===== src/hw/rtl/nsp_pkg.sv =====
// nsp_pkg: shared types, constants and helpers of the NMEA sentence parser.
// Used by nsp_front, nsp_back and the top level; depends on nothing.
package nsp_pkg;

   localparam int MAX_FRAC_DIGITS = 5;
   localparam int MIN_LINE_LEN    = 9;

   localparam int SUM_W  = 35;
   localparam int FRAC_W = 24;

   localparam logic [39:0] KEY_GLL = 40'h4750474C4C;
   localparam logic [39:0] KEY_GSV = 40'h4750475356;
   localparam logic [39:0] KEY_GSA = 40'h4750475341;

   localparam logic [7:0] CH_LF    = 8'd10;
   localparam logic [7:0] CH_CR    = 8'd13;
   localparam logic [7:0] CH_COMMA = 8'd44;
   localparam logic [7:0] CH_DOT   = 8'd46;

   localparam logic [23:0] E7 = 24'd10000000;
   localparam logic [19:0] E6 = 20'd1000000;
   localparam logic [34:0] LAT_LIMIT = 35'd999999999;
   localparam logic [34:0] LON_LIMIT = 35'd1999999999;

   // ceil(2^16 / 6) and ceil(2^29 / 15)
   localparam logic [13:0] DIV6_RECIP  = 14'd10923;
   localparam logic [25:0] DIV15_RECIP = 26'd35791395;

   localparam logic [1:0] PH_INT  = 2'd0;
   localparam logic [1:0] PH_FRAC = 2'd1;
   localparam logic [1:0] PH_STOP = 2'd2;

   typedef enum logic [1:0] {
      KIND_GLL = 2'd0,
      KIND_GSV = 2'd1,
      KIND_GSA = 2'd2
   } kind_type;

   typedef struct packed {
      logic [9:0]        deg;
      logic              deg_ok;
      logic              deg_done;
      logic [13:0]       mint;
      logic [FRAC_W-1:0] mfrac;
      logic [2:0]        nfrac;
      logic [1:0]        phase;
      logic              mdig;
      logic [7:0]        len;
   } coord_type;

   typedef struct packed {
      kind_type          kind;
      logic [9:0]        lat_deg;
      logic [13:0]       lat_mint;
      logic [FRAC_W-1:0] lat_mfrac;
      logic [2:0]        lat_nfrac;
      logic [9:0]        lon_deg;
      logic [13:0]       lon_mint;
      logic [FRAC_W-1:0] lon_mfrac;
      logic [2:0]        lon_nfrac;
      logic [7:0]        view;
      logic [3:0]        in_use;
   } job_type;

   typedef struct packed {
      kind_type    kind;
      logic [29:0] lat;
      logic [30:0] lon;
      logic [7:0]  view;
      logic [3:0]  in_use;
   } result_type;

   function automatic logic [23:0] pow10(input logic [2:0] n);
      logic [23:0] r;
      case (n)
         3'd0: r = 24'd1;
         3'd1: r = 24'd10;
         3'd2: r = 24'd100;
         3'd3: r = 24'd1000;
         3'd4: r = 24'd10000;
         3'd5: r = 24'd100000;
         3'd6: r = 24'd1000000;
         default: r = 24'd10000000;
      endcase
      return r;
   endfunction

endpackage


===== src/hw/rtl/nsp_fifo.sv =====
// nsp_fifo: small register queue, used for sentence requests and for results.
// Depends on nothing.
module nsp_fifo #(
   parameter int WIDTH = 8,
   parameter int DEPTH = 2
) (
   input  logic             clock,
   input  logic             reset,
   input  logic             push,
   input  logic [WIDTH-1:0] wr_data,
   output logic             full,
   input  logic             pop,
   output logic [WIDTH-1:0] rd_data,
   output logic             empty
);
   localparam int PW = (DEPTH > 1) ? $clog2(DEPTH) : 1;
   localparam int CW = $clog2(DEPTH + 1);

   logic [WIDTH-1:0] mem_ff [DEPTH];
   logic [PW-1:0]    wr_ptr_ff, wr_ptr_in, rd_ptr_ff, rd_ptr_in;
   logic [CW-1:0]    count_ff, count_in;
   logic             do_push, do_pop;

   assign full    = (count_ff == CW'(DEPTH));
   assign empty   = (count_ff == '0);
   assign rd_data = mem_ff[rd_ptr_ff];
   assign do_push = push && !full;
   assign do_pop  = pop && !empty;

   always_comb begin
      wr_ptr_in = wr_ptr_ff;
      rd_ptr_in = rd_ptr_ff;
      count_in  = count_ff;
      if (do_push) begin
         wr_ptr_in = (wr_ptr_ff == PW'(DEPTH - 1)) ? '0 : wr_ptr_ff + 1'b1;
      end
      if (do_pop) begin
         rd_ptr_in = (rd_ptr_ff == PW'(DEPTH - 1)) ? '0 : rd_ptr_ff + 1'b1;
      end
      if (do_push && !do_pop) begin
         count_in = count_ff + 1'b1;
      end else if (do_pop && !do_push) begin
         count_in = count_ff - 1'b1;
      end
   end

   always_ff @(posedge clock) begin
      if (reset) begin
         wr_ptr_ff <= '0;
         rd_ptr_ff <= '0;
         count_ff  <= '0;
      end else begin
         wr_ptr_ff <= wr_ptr_in;
         rd_ptr_ff <= rd_ptr_in;
         count_ff  <= count_in;
      end
   end

   always_ff @(posedge clock) begin
      if (do_push) begin
         mem_ff[wr_ptr_ff] <= wr_data;
      end
   end

   a_count_bound: assert property (@(posedge clock) disable iff (reset)
      count_ff <= CW'(DEPTH)) else $error("queue count overflow");
   a_pop_drains: assert property (@(posedge clock) disable iff (reset)
      (do_pop && !do_push) |=> (count_ff == $past(count_ff) - 1'b1))
      else $error("queue pop lost");
   a_full_empty: assert property (@(posedge clock) disable iff (reset)
      !(full && empty)) else $error("queue full and empty at once");
endmodule


===== src/hw/rtl/nsp_front.sv =====
// nsp_front: takes text bytes, tracks line, key and fields, and builds one
// request per usable sentence. Depends on nsp_pkg.
module nsp_front (
   input  logic             clock,
   input  logic             reset,
   input  logic             push,
   input  logic             full,
   input  logic [7:0]       rx_byte,
   output logic             job_push,
   output nsp_pkg::job_type job_data
);
   logic [7:0]  line_len_ff, line_len_in;
   logic [39:0] key_ff, key_in;
   logic [4:0]  fidx_ff, fidx_in;
   logic [7:0]  fcc_ff, fcc_in;
   nsp_pkg::coord_type lat_ff, lat_in, lon_ff, lon_in;
   logic [7:0]  view_ff, view_in;
   logic        view_ok_ff, view_ok_in, view_done_ff, view_done_in;
   logic [3:0]  slot_ff, slot_in;
   logic        accept, eol, is_dig;
   logic [11:0] view_sum;
   logic        lat_ok, lon_ok;

   function automatic nsp_pkg::coord_type coord_feed(input nsp_pkg::coord_type a,
         input logic [7:0] c, input logic [7:0] idx, input logic [1:0] degw);
      nsp_pkg::coord_type r;
      logic dig;
      logic [3:0] d;
      logic [16:0] mi;
      r   = a;
      dig = (c >= 8'd48) && (c <= 8'd57);
      d   = c[3:0];
      mi  = 17'(a.mint) * 17'd10 + 17'(d);
      if (r.len != 8'd255) r.len = r.len + 1'b1;
      if (idx < {6'd0, degw}) begin
         if (!r.deg_done) begin
            if (dig) begin
               r.deg    = 10'(r.deg * 10'd10) + {6'd0, d};
               r.deg_ok = 1'b1;
            end else begin
               r.deg_done = 1'b1;
            end
         end
      end else begin
         case (r.phase)
            nsp_pkg::PH_INT: begin
               if (dig) begin
                  r.mint = (mi > 17'd9999) ? 14'd9999 : mi[13:0];
                  r.mdig = 1'b1;
               end else if (c == nsp_pkg::CH_DOT) begin
                  r.phase = nsp_pkg::PH_FRAC;
               end else begin
                  r.phase = nsp_pkg::PH_STOP;
               end
            end
            nsp_pkg::PH_FRAC: begin
               if (dig) begin
                  if (r.nfrac < 3'(nsp_pkg::MAX_FRAC_DIGITS)) begin
                     r.mfrac = nsp_pkg::FRAC_W'(r.mfrac * 24'd10) + {20'd0, d};
                     r.nfrac = r.nfrac + 1'b1;
                  end
                  r.mdig = 1'b1;
               end else begin
                  r.phase = nsp_pkg::PH_STOP;
               end
            end
            default: ;
         endcase
      end
      return r;
   endfunction

   assign accept   = push && !full;
   assign eol      = (rx_byte == nsp_pkg::CH_LF) || (rx_byte == nsp_pkg::CH_CR);
   assign is_dig   = (rx_byte >= 8'd48) && (rx_byte <= 8'd57);
   assign view_sum = 12'(view_ff) * 12'd10 + {8'd0, rx_byte[3:0]};
   assign lat_ok   = (lat_ff.len > 8'd2) && lat_ff.deg_ok && lat_ff.mdig;
   assign lon_ok   = (lon_ff.len > 8'd2) && lon_ff.deg_ok && lon_ff.mdig;

   always_comb begin
      job_data.lat_deg   = lat_ff.deg;
      job_data.lat_mint  = lat_ff.mint;
      job_data.lat_mfrac = lat_ff.mfrac;
      job_data.lat_nfrac = lat_ff.nfrac;
      job_data.lon_deg   = lon_ff.deg;
      job_data.lon_mint  = lon_ff.mint;
      job_data.lon_mfrac = lon_ff.mfrac;
      job_data.lon_nfrac = lon_ff.nfrac;
      job_data.view      = view_ff;
      job_data.in_use    = slot_ff;
      job_data.kind      = nsp_pkg::KIND_GSA;
      job_push           = 1'b0;
      if (accept && eol && (line_len_ff >= 8'(nsp_pkg::MIN_LINE_LEN))) begin
         if (key_ff == nsp_pkg::KEY_GLL) begin
            job_data.kind = nsp_pkg::KIND_GLL;
            job_push      = lat_ok && lon_ok;
         end else if (key_ff == nsp_pkg::KEY_GSV) begin
            job_data.kind = nsp_pkg::KIND_GSV;
            job_push      = (fidx_ff >= 5'd4) && view_ok_ff;
         end else if (key_ff == nsp_pkg::KEY_GSA) begin
            job_push      = 1'b1;
         end
      end
   end

   always_comb begin
      line_len_in  = line_len_ff;
      key_in       = key_ff;
      fidx_in      = fidx_ff;
      fcc_in       = fcc_ff;
      lat_in       = lat_ff;
      lon_in       = lon_ff;
      view_in      = view_ff;
      view_ok_in   = view_ok_ff;
      view_done_in = view_done_ff;
      slot_in      = slot_ff;
      if (accept) begin
         if (eol) begin
            line_len_in  = '0;
            key_in       = '0;
            fidx_in      = '0;
            fcc_in       = '0;
            lat_in       = '0;
            lon_in       = '0;
            view_in      = '0;
            view_ok_in   = 1'b0;
            view_done_in = 1'b0;
            slot_in      = '0;
         end else begin
            if (line_len_ff != 8'd255) line_len_in = line_len_ff + 1'b1;
            if ((line_len_ff >= 8'd1) && (line_len_ff <= 8'd5)) begin
               key_in = {key_ff[31:0], rx_byte};
            end
            if (line_len_ff >= 8'd7) begin
               if (rx_byte == nsp_pkg::CH_COMMA) begin
                  if (fidx_ff != 5'd31) fidx_in = fidx_ff + 1'b1;
                  fcc_in = '0;
               end else begin
                  if ((fidx_ff >= 5'd2) && (fidx_ff <= 5'd13) && (fcc_ff == 8'd0)) begin
                     slot_in = slot_ff + 1'b1;
                  end
                  if (fidx_ff == 5'd0) lat_in = coord_feed(lat_ff, rx_byte, fcc_ff, 2'd2);
                  if (fidx_ff == 5'd2) begin
                     lon_in = coord_feed(lon_ff, rx_byte, fcc_ff, 2'd3);
                     if (!view_done_ff) begin
                        if (is_dig) begin
                           view_in    = (view_sum > 12'd255) ? 8'd255 : view_sum[7:0];
                           view_ok_in = 1'b1;
                        end else begin
                           view_done_in = 1'b1;
                        end
                     end
                  end
                  if (fcc_ff != 8'd255) fcc_in = fcc_ff + 1'b1;
               end
            end
         end
      end
   end

   always_ff @(posedge clock) begin
      if (reset) begin
         line_len_ff  <= '0;
         key_ff       <= '0;
         fidx_ff      <= '0;
         fcc_ff       <= '0;
         lat_ff       <= '0;
         lon_ff       <= '0;
         view_ff      <= '0;
         view_ok_ff   <= 1'b0;
         view_done_ff <= 1'b0;
         slot_ff      <= '0;
      end else begin
         line_len_ff  <= line_len_in;
         key_ff       <= key_in;
         fidx_ff      <= fidx_in;
         fcc_ff       <= fcc_in;
         lat_ff       <= lat_in;
         lon_ff       <= lon_in;
         view_ff      <= view_in;
         view_ok_ff   <= view_ok_in;
         view_done_ff <= view_done_in;
         slot_ff      <= slot_in;
      end
   end

   a_slot_bound: assert property (@(posedge clock) disable iff (reset)
      slot_ff <= 4'd12) else $error("slot count beyond twelve");
   a_eol_clears: assert property (@(posedge clock) disable iff (reset)
      (accept && eol) |=> (line_len_ff == 8'd0 && fidx_ff == 5'd0))
      else $error("line state not cleared");
   a_fields_late: assert property (@(posedge clock) disable iff (reset)
      (line_len_ff < 8'd7) |-> (fidx_ff == 5'd0))
      else $error("field count moved inside the header");
endmodule


===== src/hw/rtl/nsp_back.sv =====
// nsp_back: executes sentence requests; converts coordinates with reciprocal
// multiplications for the divide by sixty and keeps the held values. Depends on nsp_pkg.
module nsp_back (
   input  logic                clock,
   input  logic                reset,
   input  logic                job_empty,
   input  nsp_pkg::job_type    job_data,
   output logic                job_pop,
   input  logic                res_full,
   output logic                res_push,
   output nsp_pkg::result_type res_data
);
   typedef enum logic [5:0] {
      S_IDLE = 6'b000001,
      S_MUL  = 6'b000010,
      S_SUM  = 6'b000100,
      S_DIV  = 6'b001000,
      S_ADD  = 6'b010000,
      S_EMIT = 6'b100000
   } state_type;

   localparam int SW = nsp_pkg::SUM_W;

   state_type        state_ff, state_in;
   nsp_pkg::job_type job_ff;
   logic             lon_sel_ff;
   logic [SW-1:0]    deg_prod_ff;
   logic [10:0]      six_ff;
   logic [23:0]      frac_ff;
   logic [30:0]      six_prod_ff;
   logic [24:0]      quarter_ff;
   logic [19:0]      quot_ff;
   logic [29:0]      lat_res_ff, held_lat_ff, held_lat_in;
   logic [30:0]      lon_res_ff, held_lon_ff, held_lon_in;
   logic [7:0]       held_view_ff, held_view_in;
   logic [3:0]       held_use_ff, held_use_in;
   logic [27:0]      six_mul;
   logic [13:0]      six_rem;
   logic [26:0]      low_num;
   logic [50:0]      recip_prod;
   logic [SW-1:0]    sum, sat, limit;
   logic [9:0]       sel_deg;
   logic [13:0]      sel_mint;
   logic [23:0]      sel_mfrac;
   logic [2:0]       sel_nfrac;

   // minutes = 6a + b; value = deg*1e7 + a*1e6 + (b*1e7 + frac) / 60
   assign six_mul    = 28'(sel_mint) * 28'(nsp_pkg::DIV6_RECIP);
   assign six_rem    = sel_mint - 14'(14'(six_ff) * 14'd6);
   assign low_num    = 27'(six_rem[2:0]) * 27'(nsp_pkg::E7) + 27'(frac_ff);
   assign recip_prod = 51'(quarter_ff) * 51'(nsp_pkg::DIV15_RECIP);
   assign sum        = deg_prod_ff + SW'(six_prod_ff) + SW'(quot_ff);
   assign limit      = lon_sel_ff ? nsp_pkg::LON_LIMIT : nsp_pkg::LAT_LIMIT;
   assign sat        = (sum > limit) ? limit : sum;
   assign sel_deg    = lon_sel_ff ? job_ff.lon_deg   : job_ff.lat_deg;
   assign sel_mint   = lon_sel_ff ? job_ff.lon_mint  : job_ff.lat_mint;
   assign sel_mfrac  = lon_sel_ff ? job_ff.lon_mfrac : job_ff.lat_mfrac;
   assign sel_nfrac  = lon_sel_ff ? job_ff.lon_nfrac : job_ff.lat_nfrac;

   always_comb begin
      state_in     = state_ff;
      job_pop      = 1'b0;
      res_push     = 1'b0;
      held_lat_in  = held_lat_ff;
      held_lon_in  = held_lon_ff;
      held_view_in = held_view_ff;
      held_use_in  = held_use_ff;
      unique case (state_ff)
         S_IDLE: begin
            if (!job_empty) begin
               job_pop  = 1'b1;
               state_in = (job_data.kind == nsp_pkg::KIND_GLL) ? S_MUL : S_EMIT;
            end
         end
         S_MUL: state_in = S_SUM;
         S_SUM: state_in = S_DIV;
         S_DIV: state_in = S_ADD;
         S_ADD: state_in = lon_sel_ff ? S_EMIT : S_MUL;
         S_EMIT: begin
            if (!res_full) begin
               res_push = 1'b1;
               state_in = S_IDLE;
               case (job_ff.kind)
                  nsp_pkg::KIND_GLL: begin
                     held_lat_in = lat_res_ff;
                     held_lon_in = lon_res_ff;
                  end
                  nsp_pkg::KIND_GSV: held_view_in = job_ff.view;
                  default:           held_use_in  = job_ff.in_use;
               endcase
            end
         end
         default: state_in = S_IDLE;
      endcase
   end

   always_comb begin
      res_data.kind   = job_ff.kind;
      res_data.lat    = held_lat_in;
      res_data.lon    = held_lon_in;
      res_data.view   = held_view_in;
      res_data.in_use = held_use_in;
   end

   always_ff @(posedge clock) begin
      if (reset) begin
         state_ff     <= S_IDLE;
         held_lat_ff  <= '0;
         held_lon_ff  <= '0;
         held_view_ff <= '0;
         held_use_ff  <= '0;
      end else begin
         state_ff     <= state_in;
         held_lat_ff  <= held_lat_in;
         held_lon_ff  <= held_lon_in;
         held_view_ff <= held_view_in;
         held_use_ff  <= held_use_in;
      end
   end

   always_ff @(posedge clock) begin
      if (job_pop) begin
         job_ff     <= job_data;
         lon_sel_ff <= 1'b0;
      end
      if (state_ff == S_MUL) begin
         six_ff      <= six_mul[26:16];
         frac_ff     <= 24'(sel_mfrac * nsp_pkg::pow10(3'd7 - sel_nfrac));
         deg_prod_ff <= SW'(sel_deg) * SW'(nsp_pkg::E7);
      end
      if (state_ff == S_SUM) begin
         quarter_ff  <= low_num[26:2];
         six_prod_ff <= 31'(six_ff) * 31'(nsp_pkg::E6);
      end
      if (state_ff == S_DIV) begin
         quot_ff <= recip_prod[48:29];
      end
      if (state_ff == S_ADD) begin
         if (lon_sel_ff) begin
            lon_res_ff <= sat[30:0];
         end else begin
            lat_res_ff <= sat[29:0];
            lon_sel_ff <= 1'b1;
         end
      end
   end

   a_div_exit: assert property (@(posedge clock) disable iff (reset)
      (state_ff == S_DIV) |=> (state_ff == S_ADD))
      else $error("divider left early");
   a_sum_next: assert property (@(posedge clock) disable iff (reset)
      (state_ff == S_SUM) |=> (state_ff == S_DIV)) else $error("sum stage skipped");
   a_gll_both: assert property (@(posedge clock) disable iff (reset)
      (res_push && job_ff.kind == nsp_pkg::KIND_GLL) |-> lon_sel_ff)
      else $error("location emitted before longitude");
endmodule


===== src/hw/rtl/nmea_sentence_parser_unit.sv =====
// nmea_sentence_parser_unit: top level; front, request queue, back, result queue.
// Takes one byte per cycle while the request queue has room. The back emits a
// GSV/GSA result directly; a GLL result first takes two coordinate passes.
// The back takes one sentence at a time; a 2-deep request queue decouples it,
// and the input stalls only while that queue is full.
// Synchronous active-high reset clears line state and zeroes held values.
// Depends on nsp_pkg, nsp_fifo, nsp_front, nsp_back.
module nmea_sentence_parser_unit (
   input  logic        clock,
   input  logic        reset,
   input  logic        push,
   output logic        full,
   input  logic [7:0]  req_rx_byte,
   output logic        empty,
   input  logic        pop,
   output logic [1:0]  rsp_update_kind,
   output logic [29:0] rsp_latitude_e7,
   output logic [30:0] rsp_longitude_e7,
   output logic [7:0]  rsp_sats_in_view,
   output logic [3:0]  rsp_sats_in_use
);
   nsp_pkg::job_type    job_wr, job_rd;
   nsp_pkg::result_type res_wr, res_rd;
   logic job_push, job_pop, job_empty, res_push, res_full;

   nsp_front u_front (
      .clock(clock), .reset(reset), .push(push), .full(full),
      .rx_byte(req_rx_byte), .job_push(job_push), .job_data(job_wr)
   );

   nsp_fifo #(.WIDTH($bits(nsp_pkg::job_type)), .DEPTH(2)) u_job_q (
      .clock(clock), .reset(reset), .push(job_push), .wr_data(job_wr), .full(full),
      .pop(job_pop), .rd_data(job_rd), .empty(job_empty)
   );

   nsp_back u_back (
      .clock(clock), .reset(reset), .job_empty(job_empty), .job_data(job_rd),
      .job_pop(job_pop), .res_full(res_full), .res_push(res_push), .res_data(res_wr)
   );

   nsp_fifo #(.WIDTH($bits(nsp_pkg::result_type)), .DEPTH(2)) u_res_q (
      .clock(clock), .reset(reset), .push(res_push), .wr_data(res_wr), .full(res_full),
      .pop(pop), .rd_data(res_rd), .empty(empty)
   );

   assign rsp_update_kind  = res_rd.kind;
   assign rsp_latitude_e7  = res_rd.lat;
   assign rsp_longitude_e7 = res_rd.lon;
   assign rsp_sats_in_view = res_rd.view;
   assign rsp_sats_in_use  = res_rd.in_use;
endmodule


===== config.mk =====
export PLATFORM = sky130hd
export DESIGN_NAME = nmea_sentence_parser_unit
export DESIGN_NICKNAME = d
export VERILOG_FILES = /design/src/hw/rtl/nsp_pkg.sv /design/src/hw/rtl/nsp_fifo.sv /design/src/hw/rtl/nsp_front.sv /design/src/hw/rtl/nsp_back.sv /design/src/hw/rtl/nmea_sentence_parser_unit.sv
export SDC_FILE = /design/constraint.sdc
export NUM_CORES = 2
export LEC_CHECK = 0
export BUFFER_PORTS_ARGS = -buffer_cell sky130_fd_sc_hd__buf_2
export CAP_MARGIN = 20
export CORE_MARGIN = 2
export CORE_UTILIZATION = 45
export DETAILED_ROUTE_END_ITERATION = 10
export GPL_ROUTABILITY_DRIVEN = 0
export PLACE_DENSITY_LB_ADDON = 0.25
export SETUP_SLACK_MARGIN = 0.2
export SLEW_MARGIN = 20
export SYNTH_ARGS = -nofsm -noshare
export SYNTH_HDL_FRONTEND = slang
export SYNTH_SLANG_ARGS = --single-unit

===== constraint.sdc =====
create_clock -name clock -period 15.1 [get_ports clock]
set_input_delay 1.51 -clock clock [delete_from_list [all_inputs] [get_ports clock]]
set_output_delay 1.51 -clock clock [all_outputs]
set_load 0.005 [all_outputs]

# Word-level counts from Yosys, hierarchy flattened
# Memory sizes are Yosys's and may differ from the RTL's. A register that Yosys moved wholly into a read port is not among the register bits.
# Cells that the tools add are included.
# word_totals
output_inout_bits	77
n_memories	2
wordCells	378
mem_bits_rw	382
reg_bits	600
inputBits	12
# classes
n_lt_le_gt_ge	19
eq_ne	42
n_reduce_logical	88
mul	14
addsub	28
mux	127
bitwise	1
# memory_table
memory	depth	width	rd	rd_clocked_by_memory_dff	wr	line	rtl
u_job_q.mem_ff	2	116	1	1	1	nsp_fifo.sv:19	logic [WIDTH-1:0] mem_ff [DEPTH];
u_res_q.mem_ff	2	75	1	1	1	nsp_fifo.sv:19	
# ops
op	n
$mux W64	8
$pmux W24 S7	1
$mux W27	6
$mux W31	5
$mux W8	18
$eq A40 B39 Y1 const B	3
$mux W14	7
$mux W30	3
$mux W44	2
$mux W40	2
$mul A25 B26 Y49 const B	1
$add A24 B4 Y24	2
$mul A24 B3 Y23 const B	2
$mux W12	4
$mux W24	2
$reduce_bool A2 Y1	21
$mux W1	37
$pmux W6 S6	1
$add A34 B31 Y35	1
$add A35 B20 Y35	1
$gt A35 B31 Y1	1
$add A17 B4 Y17	2
$gt A17 B14 Y1 const B	2
$add A8 B1 Y8 const B	4
other kinds (77)	183

# Logic depth before layout (Yosys ltp)
# depth
depth_word	11
depth_mapped	30
mapped_depth_nobuf	26

# Modules after synthesis
# From an unflattened synthesis, not the netlist that was laid out.
# hier_totals
hier_cells	6123
hier_area_um2	69093.8
# by_module_without_submodules
module	n_inst	area_each_um2	seq_area_each_um2	cells_per_inst
nsp_back	1	38798.5	10820.4	3545
nsp_front	1	15911.5	4063.9	1934
nsp_fifo (u_job_q)	1	8743.4	7066.8	386
nsp_fifo (u_res_q)	1	5640.4	4604.4	258

# Least setup slack after synthesis
# Ideal clock, no wire load.
# synth_timing
path_kind	input to register
startpoint	in req_rx_byte[4]
endpoint	mem u_job_q.mem_ff[0][0] (netlist bit) (enable)
slack_ns	6.244
t_arrival_ns	8.263
setup_ns	0.593
required_time_ns	14.507
path_stages	7
n_path_buf	1
cell_sequence	or4b_1 > a211oi_1 > buf_2 > nand2_1 > nor4_1 > nand2_1 > nor2_1
# synth_via
elab_chain_len	8
word_cells_on_any_way	9
classes_between	eq/ne: 2; mux: 3; reduce/logical: 4
# synth_rtl
item	line	rtl
start, declared	nmea_sentence_parser_unit.sv:13	input logic [7:0] req_rx_byte,
$eq A8 B4 Y1	nsp_front.sv:74	assign eol = (rx_byte == nsp_pkg::CH_LF) || (rx_byte == nsp_pkg::CH_CR);
$logic_or A1 B1 Y1 (*)	nsp_front.sv:74	
$logic_and A1 B1 Y1 (*) (2 in a row)	nsp_front.sv:93	if (accept && eol && (line_len_ff >= 8'(nsp_pkg::MIN_LINE_LEN))) begin
$mux W1 (*)	nsp_front.sv:93	
$logic_and A1 B1 Y1 (*)	nsp_fifo.sv:27	assign do_push = push && !full;
$mux W1 (*)	nsp_fifo.sv:60	if (do_push) begin
$mux W1 (not written as such) (*)	nsp_fifo.sv:61	mem_ff[wr_ptr_ff] <= wr_data;
end, declared	nsp_fifo.sv:19	
# Mark *: on every way between the ends. The rest lies on a longest branch, timed or not.

# Worst setup path after layout
# layout_timing
startpoint	reg u_back.lon_sel_ff
endpoint	reg u_back.frac_ff[23] (data pin)
# layout_via
elab_chain_len	6
word_cells_on_any_way	13
classes_between	add/sub: 1; mul: 1; eq/ne: 6; mux: 4; reduce/logical: 1
# layout_rtl
item	line	rtl
start, declared	nsp_back.sv:26	logic lon_sel_ff;
start signal, assigned	nsp_back.sv:124	lon_sel_ff <= 1'b0;
start signal, assigned	nsp_back.sv:143	lon_sel_ff <= 1'b1;
$mux W3	nsp_back.sv:58	assign sel_nfrac = lon_sel_ff ? job_ff.lon_nfrac : job_ff.lat_nfrac;
$sub A3 B3 Y3	nsp_back.sv:128	frac_ff <= 24'(sel_mfrac * nsp_pkg::pow10(3'd7 - sel_nfrac));
$eq A3 B3 Y1, or another cell as far along	nsp_pkg.sv:75	case (n)
$pmux W24 S7	nsp_pkg.sv:75	
$mux W24	nsp_back.sv:126	if (state_ff == S_MUL) begin
$mul A24 B24 Y24 (*)	nsp_back.sv:128	
end signal, assigned	nsp_back.sv:128	
end, declared	nsp_back.sv:29	logic [23:0] frac_ff;
# Mark *: on every way between the ends. The rest lies on a longest branch, timed or not. The select of a mux whose other input is x is not followed.
# A chain may end at the register's enable or synchronous reset.

==> impl_metrics.py <==
metrics = {
    "sta": {
        "tightestPinTransition_ns": 1.071,
        "max_freq_mhz": 116.5,
        "finalHoldViolCount": 0,
        "setup_tns_ns": 0,
        "slew_headroom": 0.2655,
        "min_period_over_period": 0.5686,
        "setup-violations-final": 0,
        "skew_ns": 0.05943,
        "setup_slack_ns": 6.514,
        "post-route-min-period_ns": 8.586,
        "rsz0062_at_grt": "false",
        "drv_slew": 0,
    },
    "place": {
        "pre_cts_slack_ns": 6.456,
        "dp_hpwl_mm": 114.4,
        "placed_cell_area_sq_um": 70750,
        "io_buffer_count": 88,
        "post-place-cells": 8194,
    },
    "clock_tree": {
        "clk_latency_ns": 0.75,
        "cts.path.max_buffers": 3,
        "clk_pin_slew_worst_paths_ns": 0.06,
        "postCtsSetupBuffers": 0,
        "clock_sinks": 982,
        "htreeDepth": 3,
        "cts_tree": "yes",
        "cts_resized": 0,
        "cts_root_buf": "clkbuf_16",
        "numCtsBuffers": 102,
        "ctsHoldBuffers": 0,
    },
    "global_route": {
        "grt_max_degree": 78,
        "grt_pass1_wl_mm": 238.0,
        "grtUsageMet1": 0.2651,
        "grt_pass1_vias": 44240,
        "grt_use_met3": 0.02630,
        "use_met2": 0.3228,
        "busiest_layer": "met2",
        "grt-ovfl-total": 0,
        "globalRouteTotalUtil": 0.1942,
        "antenna_found_initial": 1,
    },
    "route": {
        "drc": 0,
        "vias_per_cell": 5.269,
        "ant_nets": 0,
        "drt-initial-drc-count": 2463,
        "routed_wl_mm": 147.6,
        "dr_total_vias": 44180,
        "wl_per_cell_um": 17.61,
        "first_pass_iters": 5,
    },
    "pwr": {
        "ir_drop_mv": 0.4688,
        "total_power_mw": 12.34,
        "power.leakage_nw": 32.42,
        "power_density_nw_per_um2": 166.1,
    },
    "logic_synthesis": {
        "synth-seq-cells": 982,
        "synth.lib_cells_used.distinct": 101,
        "syn_nets": 7465,
        "synthArstFlopShare": 0,
        "synth_warnings": 0,
        "syn-cell-area_sq_um": 67880,
        "synth-edff-count": 689,
        "synth-main-ff-cell": "edfxtp_1",
        "ys_seq_area_frac": 0.3912,
        "syn_avg_cell_area_sq_um": 10.97,
        "synth_cells": 6186,
    },
    "setup_path": {
        "cp_data_arrival_time_ns": 9.02,
        "cp.required_ns": 15.53,
        "crit_end": "u_back.frac_ff[23]",
        "critical_path.max_fanout": 45,
        "path_depth": 25,
        "crit_slowest_cell": "a2111oi_0",
        "reg2reg_to": "u_back.frac_ff[23]",
        "worst_path_most_repeated_cell": "fa_1",
        "cp_top_family": "adder cells",
        "path_buf_inv": 7,
        "cpPeakStageDelay_ns": 0.68,
        "critPathCaptureType": "register",
        "reg2reg_depth": 25,
        "timing_worst_setup_path_type": "reg2reg",
        "reg2reg_from": "u_back.lon_sel_ff",
        "reg2reg_slack_ns": 6.51,
        "cp-start-kind": "register",
        "crit_start": "u_back.lon_sel_ff",
    },
    "floorplanning": {
        "core_sq_um": 149800,
        "die_h_um": 392.4,
        "die_w_um": 392.4,
        "fp-row-count": 142,
        "dieArea_sq_um": 154000,
        "initial_utilization": 0.4532,
        "io_pins": 89,
    },
    "final_layout": {
        "design_area_sq_um": 74300,
        "syn2layout_area_growth_pct": 9.467,
        "final_common_cell": "ha_1",
        "fin_cells": 8386,
        "final_nets": 7561,
        "num_antenna_cells": 0,
        "drive_gt1_frac": 0.09859,
        "final_cell_mix": "837 x ha_1, 793 x inv_1, 689 x edfxtp_1",
    },
    "worst_hold_path": {
        "worst_hold_path_type": "reg2reg",
    },
    "job": {
        "maxCapViolCount": 0,
    },
    "status": {
        "outcome": "completed",
    },
}
-- state kept, by name (all words and copies together), names as in the netlist, 22 cells and up, named ones only --
| register | count |
|---|---|
| u_job_q.mem_ff | 232 |
| u_res_q.mem_ff | 150 |
| u_back.lat_res_ff | 30 |
| u_front.job_data | 102 |
| u_back.quarter_ff | 25 |
| u_back.job_ff | 114 |
| u_back.deg_prod_ff | 27 |
| u_back.frac_ff | 22 |
| u_back.held_lon_ff | 31 |
| u_back.lon_res_ff | 31 |
| u_front.key_ff | 40 |
| u_back.held_lat_ff | 30 |
| u_back.six_prod_ff | 25 |
-- metal layers --
layer | part of all wire | wire, um
met1 | 0.46 | 68120
met2 | 0.47 | 69410
met3 | 0.043 | 6373
met4 | 0.025 | 3738
met5 | 0 | 0
-- synth_stat cells (14+ instances only) --
cell      instances  area share
ha_1            837        0.15
inv_1           794       0.044
edfxtp_1        689        0.30
nand2_1         509       0.028
nor2_1          462       0.026
fa_1            430        0.13
a21oi_1         321       0.024
dfxtp_1         293       0.086
mux2_2          234       0.039
xnor2_1         227       0.029
o21ai_0         132      0.0097
clkbuf_1        123      0.0068
nor3_1          108      0.0080
xor2_1           97       0.013
a21o_1           74      0.0082
nand3_1          71      0.0052
a22oi_1          46      0.0051
mux2i_1          45      0.0066
nor2b_1          43      0.0040
o21a_1           41      0.0045
and3_1           40      0.0037
nand4_1          40      0.0037
nand2b_1         37      0.0034
and2_1           34      0.0031
a31oi_1          33      0.0030
or3_1            32      0.0029
or2_2            28      0.0026
a211oi_1         24      0.0027
o211ai_1         23      0.0025
o21bai_1         21      0.0023
nor4_1           16      0.0015
o31ai_1          16      0.0018
a211o_1          15      0.0019
nor3b_1          14      0.0015
-- worst reg2reg max path: cells and delay by family (launching register included) --
family	cells	cell delay [ns]
AND/OR/NAND/NOR	3	0.51
XOR/XNOR	1	0.09
flip-flops	1	0.42
buffers and inverters	7	1.57
multiplexers	1	0.20
AO/OA/AOI/OAI	5	1.89
adder cells (fa/ha/maj)	8	3.62
-- kinds of logic after synthesis --
kind of cell	Yosys count	synth area share
AOI/OAI and AO/OA	881	0.08291
xor gates and xnor gates	325	0.04214
adders and majority gates	1267	0.2811
buffers and inverters	939	0.05219
DFF	982	0.3912
muxes	293	0.04866
other	1	0.00005525
and+or+nand+nor	1498	0.1017
-- how the worst min path moves through the flow --
stage                           start                    to  cells after the start
global route        u_back.frac_ff[4]  u_back.quarter_ff[2]                      0
CTS                 u_back.frac_ff[4]  u_back.quarter_ff[2]                      0
finish              u_back.frac_ff[4]  u_back.quarter_ff[2]                      0
floorplan           u_back.frac_ff[2]  u_back.quarter_ff[0]                      0
global placement    u_back.frac_ff[3]  u_back.quarter_ff[1]                      0
detailed placement  u_back.frac_ff[4]  u_back.quarter_ff[2]                      0
-- report_power, final --
part           total [mW]  switching, mW  leakage [nW]  internal (mW)
Combinational        6.32           3.65          21.9           2.66
Clock                2.60           1.08          1.72           1.52
Sequential           3.42         0.0913          8.80           3.33
-- cell type report --
type	instances	area, sq um
fillers	13410	75470
multi-input cells	4265	37870
flip-flops and latches	982	26570
inverters	795	2987
clock buffers	133	2811
well taps	2016	2522
repair buffers	136	807.0
clock inverters	59	738.2
-- stage by stage --
step,utilization,hold slack (ns)
floorplan,-,0.4003
global placement,0.4723,0.4133
detailed placement,0.4724,0.4134
CTS,0.4961,0.4329
global route,0.4961,0.4474
finish,0.4961,0.4248
No activity file was read; power rests on OpenSTA's default activity.
